==> config.mk <==
export PLATFORM = sky130hd
export DESIGN_NAME = obstacle_stereo_cue_smoother_unit
export DESIGN_NICKNAME = d
export VERILOG_FILES = /design/src/rtl/oscs_pkg.sv /design/src/rtl/oscs_serial_mul.sv /design/src/rtl/obstacle_stereo_cue_smoother_unit.sv
export VERILOG_INCLUDE_DIRS = /design/src /design/src/rtl
export SDC_FILE = /design/constraint.sdc
export NUM_CORES = 1
export LEC_CHECK = 0
export BUFFER_PORTS_ARGS = -buffer_cell sky130_fd_sc_hd__buf_2
export CORE_MARGIN = 3
export CORE_UTILIZATION = 40
export DETAILED_ROUTE_END_ITERATION = 10
export PLACE_DENSITY = 0.63
export SLEW_MARGIN = 20
export SYNTH_ARGS = -nofsm -noshare
export SYNTH_HDL_FRONTEND = slang
export SYNTH_SLANG_ARGS = --single-unit
==> constraint.sdc <==
create_clock -name clock -period 13.6 [get_ports clock]
set_input_delay 3.4 -clock clock [delete_from_list [all_inputs] [get_ports clock]]
set_output_delay 3.4 -clock clock [all_outputs]
set_load 0.03 [all_outputs]
==> src/rtl/assert_macros.svh <==
// Assertion helpers shared by the RTL; all are clocked on clock and held off in reset.
`ifndef ASSERT_MACROS_SVH
`define ASSERT_MACROS_SVH

// Condition holds on every clock edge outside reset
`define ASSERT_ALWAYS(lbl, cond) \
   lbl: assert property (@(posedge clock) disable iff (reset) (cond)) \
      else $error("assertion failed: invariant");

// Consequent holds in the same cycle as the antecedent
`define ASSERT_IMPLIES(lbl, ante, cons) \
   lbl: assert property (@(posedge clock) disable iff (reset) (ante) |-> (cons)) \
      else $error("assertion failed: same-cycle implication");

// Consequent holds in the cycle after the antecedent
`define ASSERT_NEXT(lbl, ante, cons) \
   lbl: assert property (@(posedge clock) disable iff (reset) (ante) |=> (cons)) \
      else $error("assertion failed: next-cycle implication");

`endif

==> src/rtl/oscs_pkg.sv <==
`timescale 1ns / 1ps
package oscs_pkg;

   // Serial multiplier geometry
   localparam int MUL_W     = 16;
   localparam int MUL_CNT_W = $clog2(MUL_W);

   // Frame record limit and counter width (counter must hold the limit itself)
   localparam int MAX_OBSTACLES = 16;
   localparam int CNT_W         = $clog2(MAX_OBSTACLES + 1);

   // Fixed point constants
   localparam logic [15:0] ONE_Q15      = 16'h8000;
   localparam logic [31:0] HALF_Q15     = 32'd16384;
   localparam logic [15:0] SKIP_BELOW   = 16'd4;
   localparam logic [15:0] AUDIBLE_MIN  = 16'd328;
   localparam logic [15:0] HEIGHT_ALPHA = 16'd8192;
   localparam logic [15:0] PITCH_ALPHA  = 16'd8192;
   localparam logic [15:0] HEIGHT_BIAS  = 16'd16384;
   localparam logic [15:0] PITCH_RESET  = 16'd4096;

   // Register indexes (byte address / 4)
   localparam logic [2:0] REG_MIN_CONF    = 3'd0;
   localparam logic [2:0] REG_GAIN_SLOPE  = 3'd1;
   localparam logic [2:0] REG_GAIN_CEIL   = 3'd2;
   localparam logic [2:0] REG_GAIN_ALPHA  = 3'd3;
   localparam logic [2:0] REG_MAG_LOW     = 3'd4;
   localparam logic [2:0] REG_PITCH_SLOPE = 3'd5;
   localparam logic [2:0] REG_PITCH_LOW   = 3'd6;
   localparam logic [2:0] REG_PITCH_HIGH  = 3'd7;

   // Sequencer states
   localparam int          ST_W     = 4;
   localparam logic [3:0]  S_IDLE   = 4'd0;
   localparam logic [3:0]  S_RAW    = 4'd1;
   localparam logic [3:0]  S_GAIN   = 4'd2;
   localparam logic [3:0]  S_LEFT   = 4'd3;
   localparam logic [3:0]  S_RIGHT  = 4'd4;
   localparam logic [3:0]  S_GA1    = 4'd5;
   localparam logic [3:0]  S_GA2    = 4'd6;
   localparam logic [3:0]  S_H1     = 4'd7;
   localparam logic [3:0]  S_H2     = 4'd8;
   localparam logic [3:0]  S_P0     = 4'd9;
   localparam logic [3:0]  S_P1     = 4'd10;
   localparam logic [3:0]  S_P2     = 4'd11;
   localparam logic [3:0]  S_FIN    = 4'd12;

   typedef logic [15:0] word_type;

   // Saturate a Q1.15 quantity at 1.0
   function automatic word_type sat15(input word_type v);
      return (v > ONE_Q15) ? ONE_Q15 : v;
   endfunction

endpackage

==> src/rtl/oscs_serial_mul.sv <==
`timescale 1ns / 1ps
module oscs_serial_mul
   import oscs_pkg::*;
(
   input  logic                 clock,
   input  logic                 reset,
   input  logic                 start,
   input  logic [MUL_W-1:0]     op_a,
   input  logic [MUL_W-1:0]     op_b,
   output logic                 done,
   output logic [2*MUL_W-1:0]   product
);

   logic [MUL_W-1:0]     a_ff, a_in;
   logic [MUL_W-1:0]     hi_ff, hi_in;
   logic [MUL_W-1:0]     lo_ff, lo_in;
   logic [MUL_CNT_W-1:0] cnt_ff, cnt_in;
   logic                 busy_ff, busy_in;
   logic                 done_ff, done_in;
   logic [MUL_W:0]       sum;

   // Add the multiplicand when the low multiplier bit is set, then shift one bit
   always_comb begin
      sum     = {1'b0, hi_ff} + (lo_ff[0] ? {1'b0, a_ff} : '0);
      a_in    = a_ff;
      hi_in   = hi_ff;
      lo_in   = lo_ff;
      cnt_in  = cnt_ff;
      busy_in = busy_ff;
      done_in = 1'b0;
      if (start) begin
         a_in    = op_a;
         hi_in   = '0;
         lo_in   = op_b;
         cnt_in  = '0;
         busy_in = 1'b1;
      end else if (busy_ff) begin
         hi_in  = sum[MUL_W:1];
         lo_in  = {sum[0], lo_ff[MUL_W-1:1]};
         cnt_in = cnt_ff + 1'b1;
         if (cnt_ff == MUL_CNT_W'(MUL_W - 1)) begin
            busy_in = 1'b0;
            done_in = 1'b1;
         end
      end
   end

   // Hold control in reset; operand and product bits need none
   always_ff @(posedge clock) begin
      if (reset) begin
         busy_ff <= 1'b0;
         done_ff <= 1'b0;
         cnt_ff  <= '0;
      end else begin
         busy_ff <= busy_in;
         done_ff <= done_in;
         cnt_ff  <= cnt_in;
      end
   end

   always_ff @(posedge clock) begin
      a_ff  <= a_in;
      hi_ff <= hi_in;
      lo_ff <= lo_in;
   end

   assign done    = done_ff;
   assign product = {hi_ff, lo_ff};

endmodule

==> src/rtl/obstacle_stereo_cue_smoother_unit.sv <==
// Obstacle stereo cue smoother. Records of one frame arrive on req_*, the final one with
// req_last set; one result carrying the smoothed gain, height and pitch of both sides
// leaves on rsp_* per frame. All products go through one bit-serial 16x16 multiplier,
// and each product is issued to it and then collected from it. A record that is
// inactive or beyond the first 16 of its frame takes no product, a record whose gain falls
// below the skip level takes 2 products, and a contributing record takes 4. A closing
// record adds 4 products per side, 7 when that side is audible, and the result register
// is then loaded once it is free; a new record is taken while an earlier result still
// waits on rsp_ready. Registers sit at byte addresses 4*i on the APB port; the user must
// write them only while the unit is idle, and the unit itself does not enforce this.
`timescale 1ns / 1ps
`include "assert_macros.svh"
module obstacle_stereo_cue_smoother_unit
   import oscs_pkg::*;
(
   input  logic               clock,
   input  logic               reset,
   // record channel
   input  logic               req_valid,
   output logic               req_ready,
   input  logic               req_active,
   input  logic [15:0]        req_confidence,
   input  logic [15:0]        req_pos_x,
   input  logic [15:0]        req_pos_y,
   input  logic [15:0]        req_motion_mag,
   input  logic [15:0]        req_suppression,
   input  logic               req_last,
   // result channel
   output logic               rsp_valid,
   input  logic               rsp_ready,
   output logic [15:0]        rsp_left_gain,
   output logic signed [15:0] rsp_left_height,
   output logic [15:0]        rsp_left_pitch,
   output logic [15:0]        rsp_right_gain,
   output logic signed [15:0] rsp_right_height,
   output logic [15:0]        rsp_right_pitch,
   // register port
   input  logic               psel,
   input  logic               penable,
   input  logic               pwrite,
   input  logic [4:0]         paddr,
   input  logic [31:0]        pwdata,
   output logic [31:0]        prdata,
   output logic               pready
);

   // Configuration registers
   word_type min_conf_ff, gain_slope_ff, gain_ceil_ff, gain_alpha_ff;
   word_type mag_low_ff, pitch_slope_ff, pitch_low_ff, pitch_high_ff;

   // Latched record
   logic     active_ff, last_ff;
   word_type conf_ff, x_ff, y_ff, mag_ff, supp_ff;

   // Sequencer
   logic [ST_W-1:0]  state_ff, state_in;
   logic             issued_ff, issued_in;
   logic             side_ff, side_in;
   logic [CNT_W-1:0] rec_cnt_ff, rec_cnt_in;
   word_type         tmp_ff, tmp_in;
   logic [31:0]      acc_ff, acc_in;

   // Per-side state; heights are kept with a bias of one half so they stay unsigned
   word_type smooth_gain_ff [2], smooth_gain_in [2];
   word_type smooth_hb_ff   [2], smooth_hb_in   [2];
   word_type smooth_pitch_ff[2], smooth_pitch_in[2];
   word_type best_gain_ff   [2], best_gain_in   [2];
   word_type best_hb_ff     [2], best_hb_in     [2];
   word_type best_mag_ff    [2], best_mag_in    [2];

   // Result register
   logic     rsp_valid_ff, rsp_valid_in;
   word_type out_gain_ff [2];
   word_type out_hb_ff   [2];
   word_type out_pitch_ff[2];

   // Multiplier hookup
   logic        mul_start, mul_done, is_mul_state;
   word_type    mul_a, mul_b;
   logic [31:0] prod;

   // Datapath helpers
   logic        req_take, csr_we, rsp_load;
   word_type    ga, diff, dm, contrib, gval, top, cur_sg;
   logic [31:0] sum;
   logic [28:0] tgt;
   logic [ST_W-1:0] after_rec;

   oscs_serial_mul u_mul (
      .clock   (clock),
      .reset   (reset),
      .start   (mul_start),
      .op_a    (mul_a),
      .op_b    (mul_b),
      .done    (mul_done),
      .product (prod)
   );

   assign req_ready = (state_ff == S_IDLE);
   assign req_take  = req_valid && req_ready;
   assign csr_we    = psel && penable && pwrite;
   assign pready    = 1'b1;
   assign rsp_load  = (state_ff == S_FIN) && (!rsp_valid_ff || rsp_ready);

   // Register reads
   always_comb begin
      unique case (paddr[4:2])
         REG_MIN_CONF:    prdata = {16'd0, min_conf_ff};
         REG_GAIN_SLOPE:  prdata = {16'd0, gain_slope_ff};
         REG_GAIN_CEIL:   prdata = {16'd0, gain_ceil_ff};
         REG_GAIN_ALPHA:  prdata = {16'd0, gain_alpha_ff};
         REG_MAG_LOW:     prdata = {16'd0, mag_low_ff};
         REG_PITCH_SLOPE: prdata = {16'd0, pitch_slope_ff};
         REG_PITCH_LOW:   prdata = {16'd0, pitch_low_ff};
         REG_PITCH_HIGH:  prdata = {16'd0, pitch_high_ff};
         default:         prdata = '0;
      endcase
   end

   // Register writes
   always_ff @(posedge clock) begin
      if (reset) begin
         min_conf_ff    <= 16'd0;
         gain_slope_ff  <= 16'd256;
         gain_ceil_ff   <= 16'd32768;
         gain_alpha_ff  <= 16'd8192;
         mag_low_ff     <= 16'd0;
         pitch_slope_ff <= 16'd256;
         pitch_low_ff   <= 16'd2048;
         pitch_high_ff  <= 16'd8192;
      end else if (csr_we) begin
         unique case (paddr[4:2])
            REG_MIN_CONF:    min_conf_ff    <= pwdata[15:0];
            REG_GAIN_SLOPE:  gain_slope_ff  <= pwdata[15:0];
            REG_GAIN_CEIL:   gain_ceil_ff   <= pwdata[15:0];
            REG_GAIN_ALPHA:  gain_alpha_ff  <= pwdata[15:0];
            REG_MAG_LOW:     mag_low_ff     <= pwdata[15:0];
            REG_PITCH_SLOPE: pitch_slope_ff <= pwdata[15:0];
            REG_PITCH_LOW:   pitch_low_ff   <= pwdata[15:0];
            REG_PITCH_HIGH:  pitch_high_ff  <= pwdata[15:0];
            default: ;
         endcase
      end
   end

   // Latch the record on accept, saturating Q1.15 fields
   always_ff @(posedge clock) begin
      if (req_take) begin
         active_ff <= req_active;
         last_ff   <= req_last;
         conf_ff   <= req_confidence;
         x_ff      <= sat15(req_pos_x);
         y_ff      <= sat15(req_pos_y);
         mag_ff    <= req_motion_mag;
         supp_ff   <= sat15(req_suppression);
      end
   end

   // Operand selection per step
   always_comb begin
      ga   = sat15(gain_alpha_ff);
      diff = (conf_ff > min_conf_ff) ? (conf_ff - min_conf_ff) : '0;
      dm   = (best_mag_ff[side_ff] > mag_low_ff) ? (best_mag_ff[side_ff] - mag_low_ff) : '0;
      unique case (state_ff)
         S_RAW:   begin mul_a = diff;                   mul_b = gain_slope_ff;            end
         S_GAIN:  begin mul_a = tmp_ff;                 mul_b = supp_ff;                  end
         S_LEFT:  begin mul_a = ONE_Q15 - x_ff;         mul_b = tmp_ff;                   end
         S_RIGHT: begin mul_a = x_ff;                   mul_b = tmp_ff;                   end
         S_GA1:   begin mul_a = ga;                     mul_b = best_gain_ff[side_ff];    end
         S_GA2:   begin mul_a = ONE_Q15 - ga;           mul_b = smooth_gain_ff[side_ff];  end
         S_H1:    begin mul_a = HEIGHT_ALPHA;           mul_b = best_hb_ff[side_ff];      end
         S_H2:    begin mul_a = ONE_Q15 - HEIGHT_ALPHA; mul_b = smooth_hb_ff[side_ff];    end
         S_P0:    begin mul_a = dm;                     mul_b = pitch_slope_ff;           end
         S_P1:    begin mul_a = PITCH_ALPHA;            mul_b = tmp_ff;                   end
         S_P2:    begin mul_a = ONE_Q15 - PITCH_ALPHA;  mul_b = smooth_pitch_ff[side_ff]; end
         default: begin mul_a = '0;                     mul_b = '0;                       end
      endcase
      unique case (state_ff) inside
         S_RAW, S_GAIN, S_LEFT, S_RIGHT, S_GA1, S_GA2, S_H1, S_H2, S_P0, S_P1, S_P2:
            is_mul_state = 1'b1;
         default:
            is_mul_state = 1'b0;
      endcase
   end

   assign mul_start = is_mul_state && !issued_ff;

   // Sequencer: issue a product, wait for it, fold it into state
   always_comb begin
      state_in     = state_ff;
      issued_in    = mul_done ? 1'b0 : (mul_start ? 1'b1 : issued_ff);
      side_in      = side_ff;
      rec_cnt_in   = rec_cnt_ff;
      tmp_in       = tmp_ff;
      acc_in       = acc_ff;
      rsp_valid_in = rsp_load ? 1'b1 : (rsp_ready ? 1'b0 : rsp_valid_ff);
      for (int k = 0; k < 2; k++) begin
         smooth_gain_in[k]  = smooth_gain_ff[k];
         smooth_hb_in[k]    = smooth_hb_ff[k];
         smooth_pitch_in[k] = smooth_pitch_ff[k];
         best_gain_in[k]    = best_gain_ff[k];
         best_hb_in[k]      = best_hb_ff[k];
         best_mag_in[k]     = best_mag_ff[k];
      end

      after_rec = last_ff ? S_GA1 : S_IDLE;
      sum       = acc_ff + prod;
      contrib   = prod[30:15];
      gval      = prod[30:15];
      cur_sg    = smooth_gain_ff[side_ff];
      top       = (pitch_high_ff > pitch_low_ff) ? pitch_high_ff : pitch_low_ff;
      tgt       = {13'd0, pitch_low_ff} + {1'b0, prod[31:4]};

      unique case (state_ff)
         S_IDLE: begin
            if (req_take) begin
               side_in = 1'b0;
               if (rec_cnt_ff < CNT_W'(MAX_OBSTACLES)) begin
                  rec_cnt_in = rec_cnt_ff + 1'b1;
               end
               if ((rec_cnt_ff < CNT_W'(MAX_OBSTACLES)) && req_active) begin
                  state_in = S_RAW;
               end else begin
                  state_in = req_last ? S_GA1 : S_IDLE;
               end
            end
         end
         S_RAW: begin
            if (mul_done) begin
               tmp_in   = (prod[31:1] > {15'd0, sat15(gain_ceil_ff)}) ?
                          sat15(gain_ceil_ff) : prod[16:1];
               state_in = S_GAIN;
            end
         end
         S_GAIN: begin
            if (mul_done) begin
               tmp_in   = gval;
               state_in = (gval < SKIP_BELOW) ? after_rec : S_LEFT;
            end
         end
         S_LEFT: begin
            if (mul_done) begin
               if (contrib > best_gain_ff[0]) begin
                  best_gain_in[0] = contrib;
                  best_hb_in[0]   = ONE_Q15 - y_ff;
                  best_mag_in[0]  = mag_ff;
               end
               state_in = S_RIGHT;
            end
         end
         S_RIGHT: begin
            if (mul_done) begin
               if (contrib > best_gain_ff[1]) begin
                  best_gain_in[1] = contrib;
                  best_hb_in[1]   = ONE_Q15 - y_ff;
                  best_mag_in[1]  = mag_ff;
               end
               state_in = after_rec;
            end
         end
         S_GA1: begin
            if (mul_done) begin
               acc_in   = prod + HALF_Q15;
               state_in = S_GA2;
            end
         end
         S_GA2: begin
            if (mul_done) begin
               smooth_gain_in[side_ff] = sum[30:15];
               state_in                = S_H1;
            end
         end
         S_H1: begin
            if (mul_done) begin
               acc_in   = prod + HALF_Q15;
               state_in = S_H2;
            end
         end
         S_H2: begin
            if (mul_done) begin
               smooth_hb_in[side_ff] = sum[30:15];
               if (cur_sg >= AUDIBLE_MIN) begin
                  state_in = S_P0;
               end else if (!side_ff) begin
                  side_in  = 1'b1;
                  state_in = S_GA1;
               end else begin
                  state_in = S_FIN;
               end
            end
         end
         S_P0: begin
            if (mul_done) begin
               tmp_in   = (tgt > {13'd0, top}) ? top : tgt[15:0];
               state_in = S_P1;
            end
         end
         S_P1: begin
            if (mul_done) begin
               acc_in   = prod + HALF_Q15;
               state_in = S_P2;
            end
         end
         S_P2: begin
            if (mul_done) begin
               smooth_pitch_in[side_ff] = sum[30:15];
               if (!side_ff) begin
                  side_in  = 1'b1;
                  state_in = S_GA1;
               end else begin
                  state_in = S_FIN;
               end
            end
         end
         S_FIN: begin
            // Close the frame once the result register is free
            if (rsp_load) begin
               rec_cnt_in = '0;
               for (int k = 0; k < 2; k++) begin
                  best_gain_in[k] = '0;
                  best_mag_in[k]  = '0;
                  best_hb_in[k]   = smooth_hb_ff[k];
               end
               state_in = S_IDLE;
            end
         end
         default: state_in = S_IDLE;
      endcase
   end

   // Control and architectural state
   always_ff @(posedge clock) begin
      if (reset) begin
         state_ff     <= S_IDLE;
         issued_ff    <= 1'b0;
         side_ff      <= 1'b0;
         rec_cnt_ff   <= '0;
         rsp_valid_ff <= 1'b0;
         for (int k = 0; k < 2; k++) begin
            smooth_gain_ff[k]  <= '0;
            smooth_hb_ff[k]    <= HEIGHT_BIAS;
            smooth_pitch_ff[k] <= PITCH_RESET;
            best_gain_ff[k]    <= '0;
            best_hb_ff[k]      <= HEIGHT_BIAS;
            best_mag_ff[k]     <= '0;
         end
      end else begin
         state_ff     <= state_in;
         issued_ff    <= issued_in;
         side_ff      <= side_in;
         rec_cnt_ff   <= rec_cnt_in;
         rsp_valid_ff <= rsp_valid_in;
         for (int k = 0; k < 2; k++) begin
            smooth_gain_ff[k]  <= smooth_gain_in[k];
            smooth_hb_ff[k]    <= smooth_hb_in[k];
            smooth_pitch_ff[k] <= smooth_pitch_in[k];
            best_gain_ff[k]    <= best_gain_in[k];
            best_hb_ff[k]      <= best_hb_in[k];
            best_mag_ff[k]     <= best_mag_in[k];
         end
      end
   end

   // Working registers and result payload
   always_ff @(posedge clock) begin
      tmp_ff <= tmp_in;
      acc_ff <= acc_in;
      if (rsp_load) begin
         for (int k = 0; k < 2; k++) begin
            out_gain_ff[k]  <= smooth_gain_ff[k];
            out_hb_ff[k]    <= smooth_hb_ff[k];
            out_pitch_ff[k] <= smooth_pitch_ff[k];
         end
      end
   end

   // Drive the result channel; remove the height bias
   assign rsp_valid        = rsp_valid_ff;
   assign rsp_left_gain    = out_gain_ff[0];
   assign rsp_left_height  = $signed(out_hb_ff[0] - HEIGHT_BIAS);
   assign rsp_left_pitch   = out_pitch_ff[0];
   assign rsp_right_gain   = out_gain_ff[1];
   assign rsp_right_height = $signed(out_hb_ff[1] - HEIGHT_BIAS);
   assign rsp_right_pitch  = out_pitch_ff[1];

   `ASSERT_IMPLIES(a_done_issued, mul_done, issued_ff && is_mul_state)
   `ASSERT_ALWAYS(a_cnt_bound, rec_cnt_ff <= CNT_W'(MAX_OBSTACLES))
   `ASSERT_NEXT(a_fin_clear, rsp_load, rsp_valid_ff && (rec_cnt_ff == '0) && (state_ff == S_IDLE))
   `ASSERT_ALWAYS(a_gain_q15, (smooth_gain_ff[0] <= ONE_Q15) && (smooth_gain_ff[1] <= ONE_Q15))

endmodule
==> results of run 1 <==
[per-layer routing]
metal	share of wire, %	up-vias	GRT usage, %
li1	-	13100	-
met1	41	13700	36.1
met2	45	1363	43.0
met3	8.5	288	5.06
met4	5.1	4	11.9
met5	0.071	-	0.887
[area by class of cell]
cell class              instances  area [um^2]  area share [%]
multi-input cells            2575        16200            43.4
flip-flops and latches        611        15400            41.3
clock buffers                  94         1870            5.00
repair buffers                272         1540            4.11
well taps                    1070         1340            3.58
inverters                     152          571            1.52
clock inverters                34          417            1.11
diodes                          4         10.0          0.0267
[power by group through the flow]
stage | registers [mW] | logic (mW) | clock network [mW]
2_1_floorplan | 2.30 | 1.17 | 0
3_3_place_gp | 2.43 | 1.62 | 0
4_1_cts | 2.39 | 1.65 | 1.92
5_1_grt | 2.41 | 1.84 | 2.00
6_report | 2.41 | 1.68 | 1.90
3_5_place_dp | 2.43 | 1.63 | 0
[synth_stat cells (8+ instances only)]
library cell,count
or2_2,14
and2_1,21
o22a_1,10
nor2b_1,64
and3_1,45
edfxtp_1,320
mux2i_1,71
a222oi_1,12
nor4_1,26
dfxtp_1,291
buf_1,23
a221oi_1,32
xor2_1,39
o211ai_1,22
mux2_2,57
nand4_1,49
ha_1,178
a21o_1,37
nand3_1,100
xnor2_1,76
clkbuf_2,11
nor2_1,273
buf_4,47
inv_1,151
o21a_1,15
a21oi_1,380
clkbuf_1,170
or3_1,20
a31oi_1,17
o31ai_1,50
a22oi_1,23
o2111ai_1,12
nand2_1,512
a221o_1,23
o21ai_0,167
a211oi_1,20
o22ai_1,15
o21bai_1,11
nand2b_1,20
nor3_1,43
a41oi_1,8
[critical path: stages]
cell and delay [ns]:
buf_2 0.69, inv_1 0.41, nor2_1 0.43, a22o_1 0.22, a21oi_1 0.09, o21ai_0 0.23, o21a_1 0.19, buf_2 0.19
[registers in the layout, summed over array words and instances, names as in the netlist, 31 cells and up, named ones only]
name             count
smooth_pitch_ff     32
smooth_gain_ff      32
best_hb_ff          32
best_gain_ff        32
out_pitch_ff        32
out_gain_ff         32
best_mag_ff         32
acc_ff              31
out_hb_ff           32
smooth_hb_ff        32
[kinds of logic (layout without fill, tap and decap cells)]
group | after synthesis | count (layout) | share of synthesized area (%)
AND/OR/NAND/NOR | 1209 | 1209 | 16.4
AO/OA/AOI/OAI | 917 | 917 | 17.4
flip-flops | 611 | 611 | 46.4
buffers and inverters | 411 | 552 | 5.28
adder cells (fa/ha/maj) | 182 | 182 | 6.93
multiplexers | 135 | 135 | 4.50
XOR/XNOR | 115 | 115 | 3.03
other | 2 | 21 | 0.0226
[metrics by stage]
| stage | hold WS (ns) | utilization, % | setup WS (ns) | area, um^2 | total power, mW |
|---|---|---|---|---|---|
| floorplan | 0.424 | - | 3.81 | 33300 | 3.47 |
| global placement | 0.433 | 42.6 | 4.34 | 35100 | 4.05 |
| detailed placement | 0.440 | 42.6 | 4.38 | 35100 | 4.07 |
| CTS | 0.441 | 45.4 | 4.36 | 37400 | 5.97 |
| global route | 0.451 | 45.5 | 4.10 | 37400 | 6.25 |
| finish | 0.447 | 45.5 | 4.32 | 37400 | 5.99 |
[path summary, 6_finish.rpt]
check        cells after the start             endpoint  slack (ns)                   from
min reg2reg                      0  out_pitch_ff[0][21]        0.45  smooth_pitch_ff[1][5]
min                              0  out_pitch_ff[0][21]        0.45  smooth_pitch_ff[1][5]
max                              8           prdata[13]        4.32               paddr[2]
max reg2reg                     19            tmp_ff[8]        8.48        pitch_low_ff[9]
==> results.py, run 1 <==
metrics = {
    "final_layout": {
        "syn_to_final_growth_pct": 12.5,
        "fillerInstances": 7887,
        "final_common_cell": "nand2_1",
        "finalNonFillerCells": 4812,
        "nets": 3989,
        "drive_gt1_share_pct": 13.0,
        "layout_common_cells": "nand2_1 (512), a21oi_1 (380), edfxtp_1 (320), dfxtp_1 (289), nor2_1 (266)",
    },
    "floorplan": {
        "die_w_um": 294,
        "fp.coreArea_mm2": 0.0822,
        "die_h_um": 294,
        "die_area_mm2": 0.0867,
        "ios": 257,
        "std_cell_rows": 105,
        "start_util_pct": 40.5,
    },
    "clock_network": {
        "cts_tree": "built",
        "hold_buffers": 0,
        "cts_buffer_depth": 3,
        "cts_buffers": 69,
        "ctsResizeCount": 0,
        "clock-sinks": 611,
        "clkSlewWorstSetupHoldPaths_ns": 0.06,
        "post-cts-setup-buffer-count": 0,
        "clk_latency_ns": 0.63,
        "cts-htree-levels": 3,
        "clock-root-buffer": "clkbuf_16",
    },
    "sta": {
        "min_period_ns": 9.28,
        "tightest_slew_ns": 1.13,
        "maxSlewViolCount": 0,
        "max_slew_margin_pct": 22.6,
        "tns_ns": 0,
        "rsz0062_at_grt": "false",
        "fmax_mhz": 108,
        "setup_violations": 0,
        "min_period_over_period_pct": 68.3,
        "finalClockSkew_ns": 0.0318,
        "hold_violations": 0,
    },
    "global_route": {
        "first_global_vias": 26000,
        "antenna_found_initial": 2,
        "grt_max_degree": 164,
        "grt_pass1_wl_um": 174000,
        "grt-ovfl-total": 0,
        "grtUsageTotal_pct": 27.1,
    },
    "worst_hold_path": {
        "hp-class": "reg -> reg",
    },
    "worst_setup_path": {
        "crit_fanout": 43,
        "crit_required_ns": 10.20,
        "start_kind": "input pin",
        "cp-end-kind": "output port",
        "criticalPathCategory": "in -> out",
        "cp.arrival_ns": 5.88,
    },
    "yosys": {
        "yosys.area.top_type_share_pct": 28.9,
        "avgSynthCellArea_um2": 9.29,
        "synthTopCellsByArea": "edfxtp_1 (29%), dfxtp_1 (18%), ha_1 (6.7%), nand2_1 (5.8%), a21oi_1 (5.7%)",
        "post_synth_num_cell_types": 88,
        "syn_inst": 3582,
        "synth-edff-count": 320,
        "yosys_warnings": 0,
        "synthArstFlopShare_pct": 0,
        "yosysSeqAreaShare_pct": 46.4,
        "ys.flop_type": "edfxtp_1",
        "ys_ff_latch": 611,
        "syn-cell-area_mm2": 0.0333,
        "synth_area_leader_cell": "edfxtp_1",
    },
    "power": {
        "p_per_area_mw_per_mm2": 160,
        "peakVddDrop_uv": 117,
        "pwr-share-seq_pct": 40.2,
        "intPower_mw": 3.88,
        "combPwrFrac_pct": 28.1,
        "p_sw_share_pct": 35.1,
        "netSwitchingPower_mw": 2.10,
        "p_leak_nw": 13.8,
        "clockPowerShare_pct": 31.7,
    },
    "detailed_routing": {
        "wl_per_cell_um": 25.0,
        "postRouteWirelength_um": 120000,
        "dr.pass1.iters": 6,
        "drc": 0,
        "dr.first_iter.drc_count": 3607,
        "viasPerCell": 5.91,
        "antenna_left": 0,
        "route.vias.total": 28400,
    },
    "placed_design": {
        "gp_congestion": 1.02,
        "placedCellCount": 4678,
        "io_buffers": 221,
        "hpwlAfterDp_um": 89200,
    },
    "job": {
        "cap_violations": 0,
    },
    "status": {
        "outcome": "finished, final reports clean",
    },
}
Note: power is estimated with default switching activity, not from simulation.
==> inputs of run 2 (changes only) <==
--- a/config.mk
+++ b/config.mk
@@ -10,7 +10,7 @@
 export CORE_MARGIN = 3
 export CORE_UTILIZATION = 40
 export DETAILED_ROUTE_END_ITERATION = 10
-export PLACE_DENSITY = 0.63
+export PLACE_DENSITY = 0.65
 export SLEW_MARGIN = 20
 export SYNTH_ARGS = -nofsm -noshare
 export SYNTH_HDL_FRONTEND = slang
==> constraint.sdc (replaced) <==
create_clock -name clock -period 7.88 [get_ports clock]
set_input_delay 1.97 -clock clock [delete_from_list [all_inputs] [get_ports clock]]
set_output_delay 1.97 -clock clock [all_outputs]
set_load 0.03 [all_outputs]
==> run 2 against run 1 <==
Register-to-register slack worse by 5.6 ns. Global-route usage down 0.60 points. Non-clock buffer count down 3. Core utilization down 0.091 points. Sequential power up 72%. Critical endpoint is now prdata[0]. Die area unchanged. Via count up 0.16%. Sequential share of layout area up 0.080 points. Flip-flop and latch count unchanged.
==> results.py, run 2 (same netlist as run 1, synthesis figures left out) <==
metrics = {
    "worst_setup_path": {
        "r2r-start": "pitch_low_ff[9]",
        "cp-end-kind": "output port",
        "crit_top_cell": "buf_2",
        "crit_required_ns": 5.91,
        "worst-path-buf-inv": 2,
        "start_kind": "input pin",
        "slowest_delay_ns": 0.64,
        "crit_family": "buffers and inverters",
        "criticalPathCategory": "in -> out",
        "cp_slowest_cell": "buf_2",
        "crit_fanout": 50,
        "crit_chain": "buf_2 > nor2b_1 > a22oi_1 > o21ai_0 > o21a_1 > buf_2",
        "cp.arrival_ns": 3.90,
        "startpoint": "paddr[4]",
    },
    "power": {
        "p_sw_share_pct": 35.1,
        "p_leak_nw": 13.8,
        "combPwrFrac_pct": 27.7,
        "p_per_area_mw_per_mm2": 273,
        "peakVddDrop_uv": 192,
        "netSwitchingPower_mw": 3.57,
        "intPower_mw": 6.61,
        "pwr-share-seq_pct": 40.7,
        "power.total_mw": 10.2,
        "clockPowerShare_pct": 31.6,
    },
    "clock_network": {
        "clkSlewWorstSetupHoldPaths_ns": 0.06,
        "clock-root-buffer": "clkbuf_16",
        "ctsResizeCount": 0,
        "hold_buffers": 0,
        "clk_latency_ns": 0.63,
        "cts_buffer_depth": 3,
        "cts-htree-levels": 3,
        "post-cts-setup-buffer-count": 0,
        "cts_tree": "built",
        "cts_buffers": 70,
        "clock-sinks": 611,
    },
    "sta": {
        "min_period_ns": 5.87,
        "max_slew_margin_pct": 25.8,
        "hold_violations": 0,
        "rsz0062_at_grt": "false",
        "maxSlewViolCount": 0,
        "fmax_mhz": 170,
        "min_period_over_period_pct": 74.5,
        "worst_slack_ns": 2.01,
        "finalClockSkew_ns": 0.0317,
        "tightest_slew_ns": 1.11,
        "setup_violations": 0,
        "tns_ns": 0,
    },
    "floorplan": {
        "fp.coreArea_mm2": 0.0822,
        "start_util_pct": 40.5,
        "die_h_um": 294,
        "ios": 257,
        "die_area_mm2": 0.0867,
        "die_w_um": 294,
        "std_cell_rows": 105,
    },
    "worst_hold_path": {
        "min_from": "u_mul.cnt_ff[3]",
        "hp-class": "reg -> reg",
    },
    "placed_design": {
        "io_buffers": 221,
        "gp_congestion": 1.02,
        "placed_cell_area_mm2": 0.0351,
        "hpwlAfterDp_um": 87600,
        "dp_slack_ns": 2.08,
    },
    "final_layout": {
        "syn_to_final_growth_pct": 12.3,
        "final_common_cell": "nand2_1",
        "nets": 3987,
        "layout_common_cells": "nand2_1 (512), a21oi_1 (380), edfxtp_1 (320), dfxtp_1 (290), nor2_1 (268)",
        "drive_gt1_share_pct": 13.1,
        "final_area_mm2": 0.0374,
        "multi_input_area_mm2": 0.0162,
        "fillerInstances": 7882,
        "seqCellArea_mm2": 0.0154,
    },
    "global_route": {
        "antenna_found_initial": 2,
        "grtUsageTotal_pct": 26.5,
        "grt_pass1_wl_um": 171000,
        "grt-ovfl-total": 0,
        "first_global_vias": 26000,
        "grt_max_degree": 157,
    },
    "detailed_routing": {
        "route.vias.total": 28500,
        "dr.first_iter.drc_count": 3736,
        "antenna_left": 0,
        "viasPerCell": 5.93,
        "drc": 0,
        "wl_per_cell_um": 24.5,
        "postRouteWirelength_um": 118000,
        "dr.pass1.iters": 6,
    },
    "job": {
        "cap_violations": 0,
    },
    "status": {
        "outcome": "finished, final reports clean",
    },
}
## run 2: changes by cell type in the layout (fill, tap and decap cells not counted), moves of 2 or more
cell       previous run  this run
nor2_1              266       268
clkbuf_8              1         4
bufinv_16             7         3
diode_2               4         1
clkinv_2              7        13
clkbuf_1             22        18
clkinv_1             11         9
clkinv_4              2         4
## run 2: metal layers
layer | share of wire [%] | global-route usage (%) | vias up
met5 | 0 | 0 | -
met4 | 6.2 | 14.5 | 0
met3 | 10 | 4.97 | 307
met2 | 44 | 40.6 | 1587
met1 | 40 | 35.5 | 13500
li1 | - | - | 13100
## run 2: cell type report
type	instances	area share (%)
sequential	611	41.3
multi-input combinational	2575	43.5
timing repair buffer	269	4.03
antenna	1	0.00670
inverter	152	1.53
tap	1070	3.58
clock buffer	94	5.15
clock inverter	36	0.881
## run 2: path summary, 6_finish.rpt
check,to,slack (ns),depth (start not counted)
setup / recovery,prdata[0],2.01,6
hold / removal,u_mul.done,0.45,2
setup reg to reg,tmp_ff[2],2.87,19
hold reg to reg,u_mul.done,0.45,2
## run 2: tightest hold or removal path, cell delays in order, from the launching register on
cell and delay (ns):
dfxtp_1 0.33, nand2_1 0.07, nor4_1 0.04
## run 2: power groups by stage
stage	Combinational, mW	Sequential (mW)	Clock [mW]
6_report	2.82	4.15	3.22
2_1_floorplan	2.02	3.96	0
4_1_cts	2.77	4.13	3.26
5_1_grt	3.08	4.16	3.39
3_5_place_dp	2.75	4.20	0
3_3_place_gp	2.72	4.19	0
## run 2: stage by stage
step / hold WS, ns / cells / utilization [%]
2_1_floorplan: 0.424 / 3597 / -
3_3_place_gp: 0.435 / 4676 / 42.6
3_5_place_dp: 0.443 / 4676 / 42.6
4_1_cts: 0.452 / 4806 / 45.4
5_1_grt: 0.466 / 4807 / 45.4
6_report: 0.452 / 4808 / 45.4
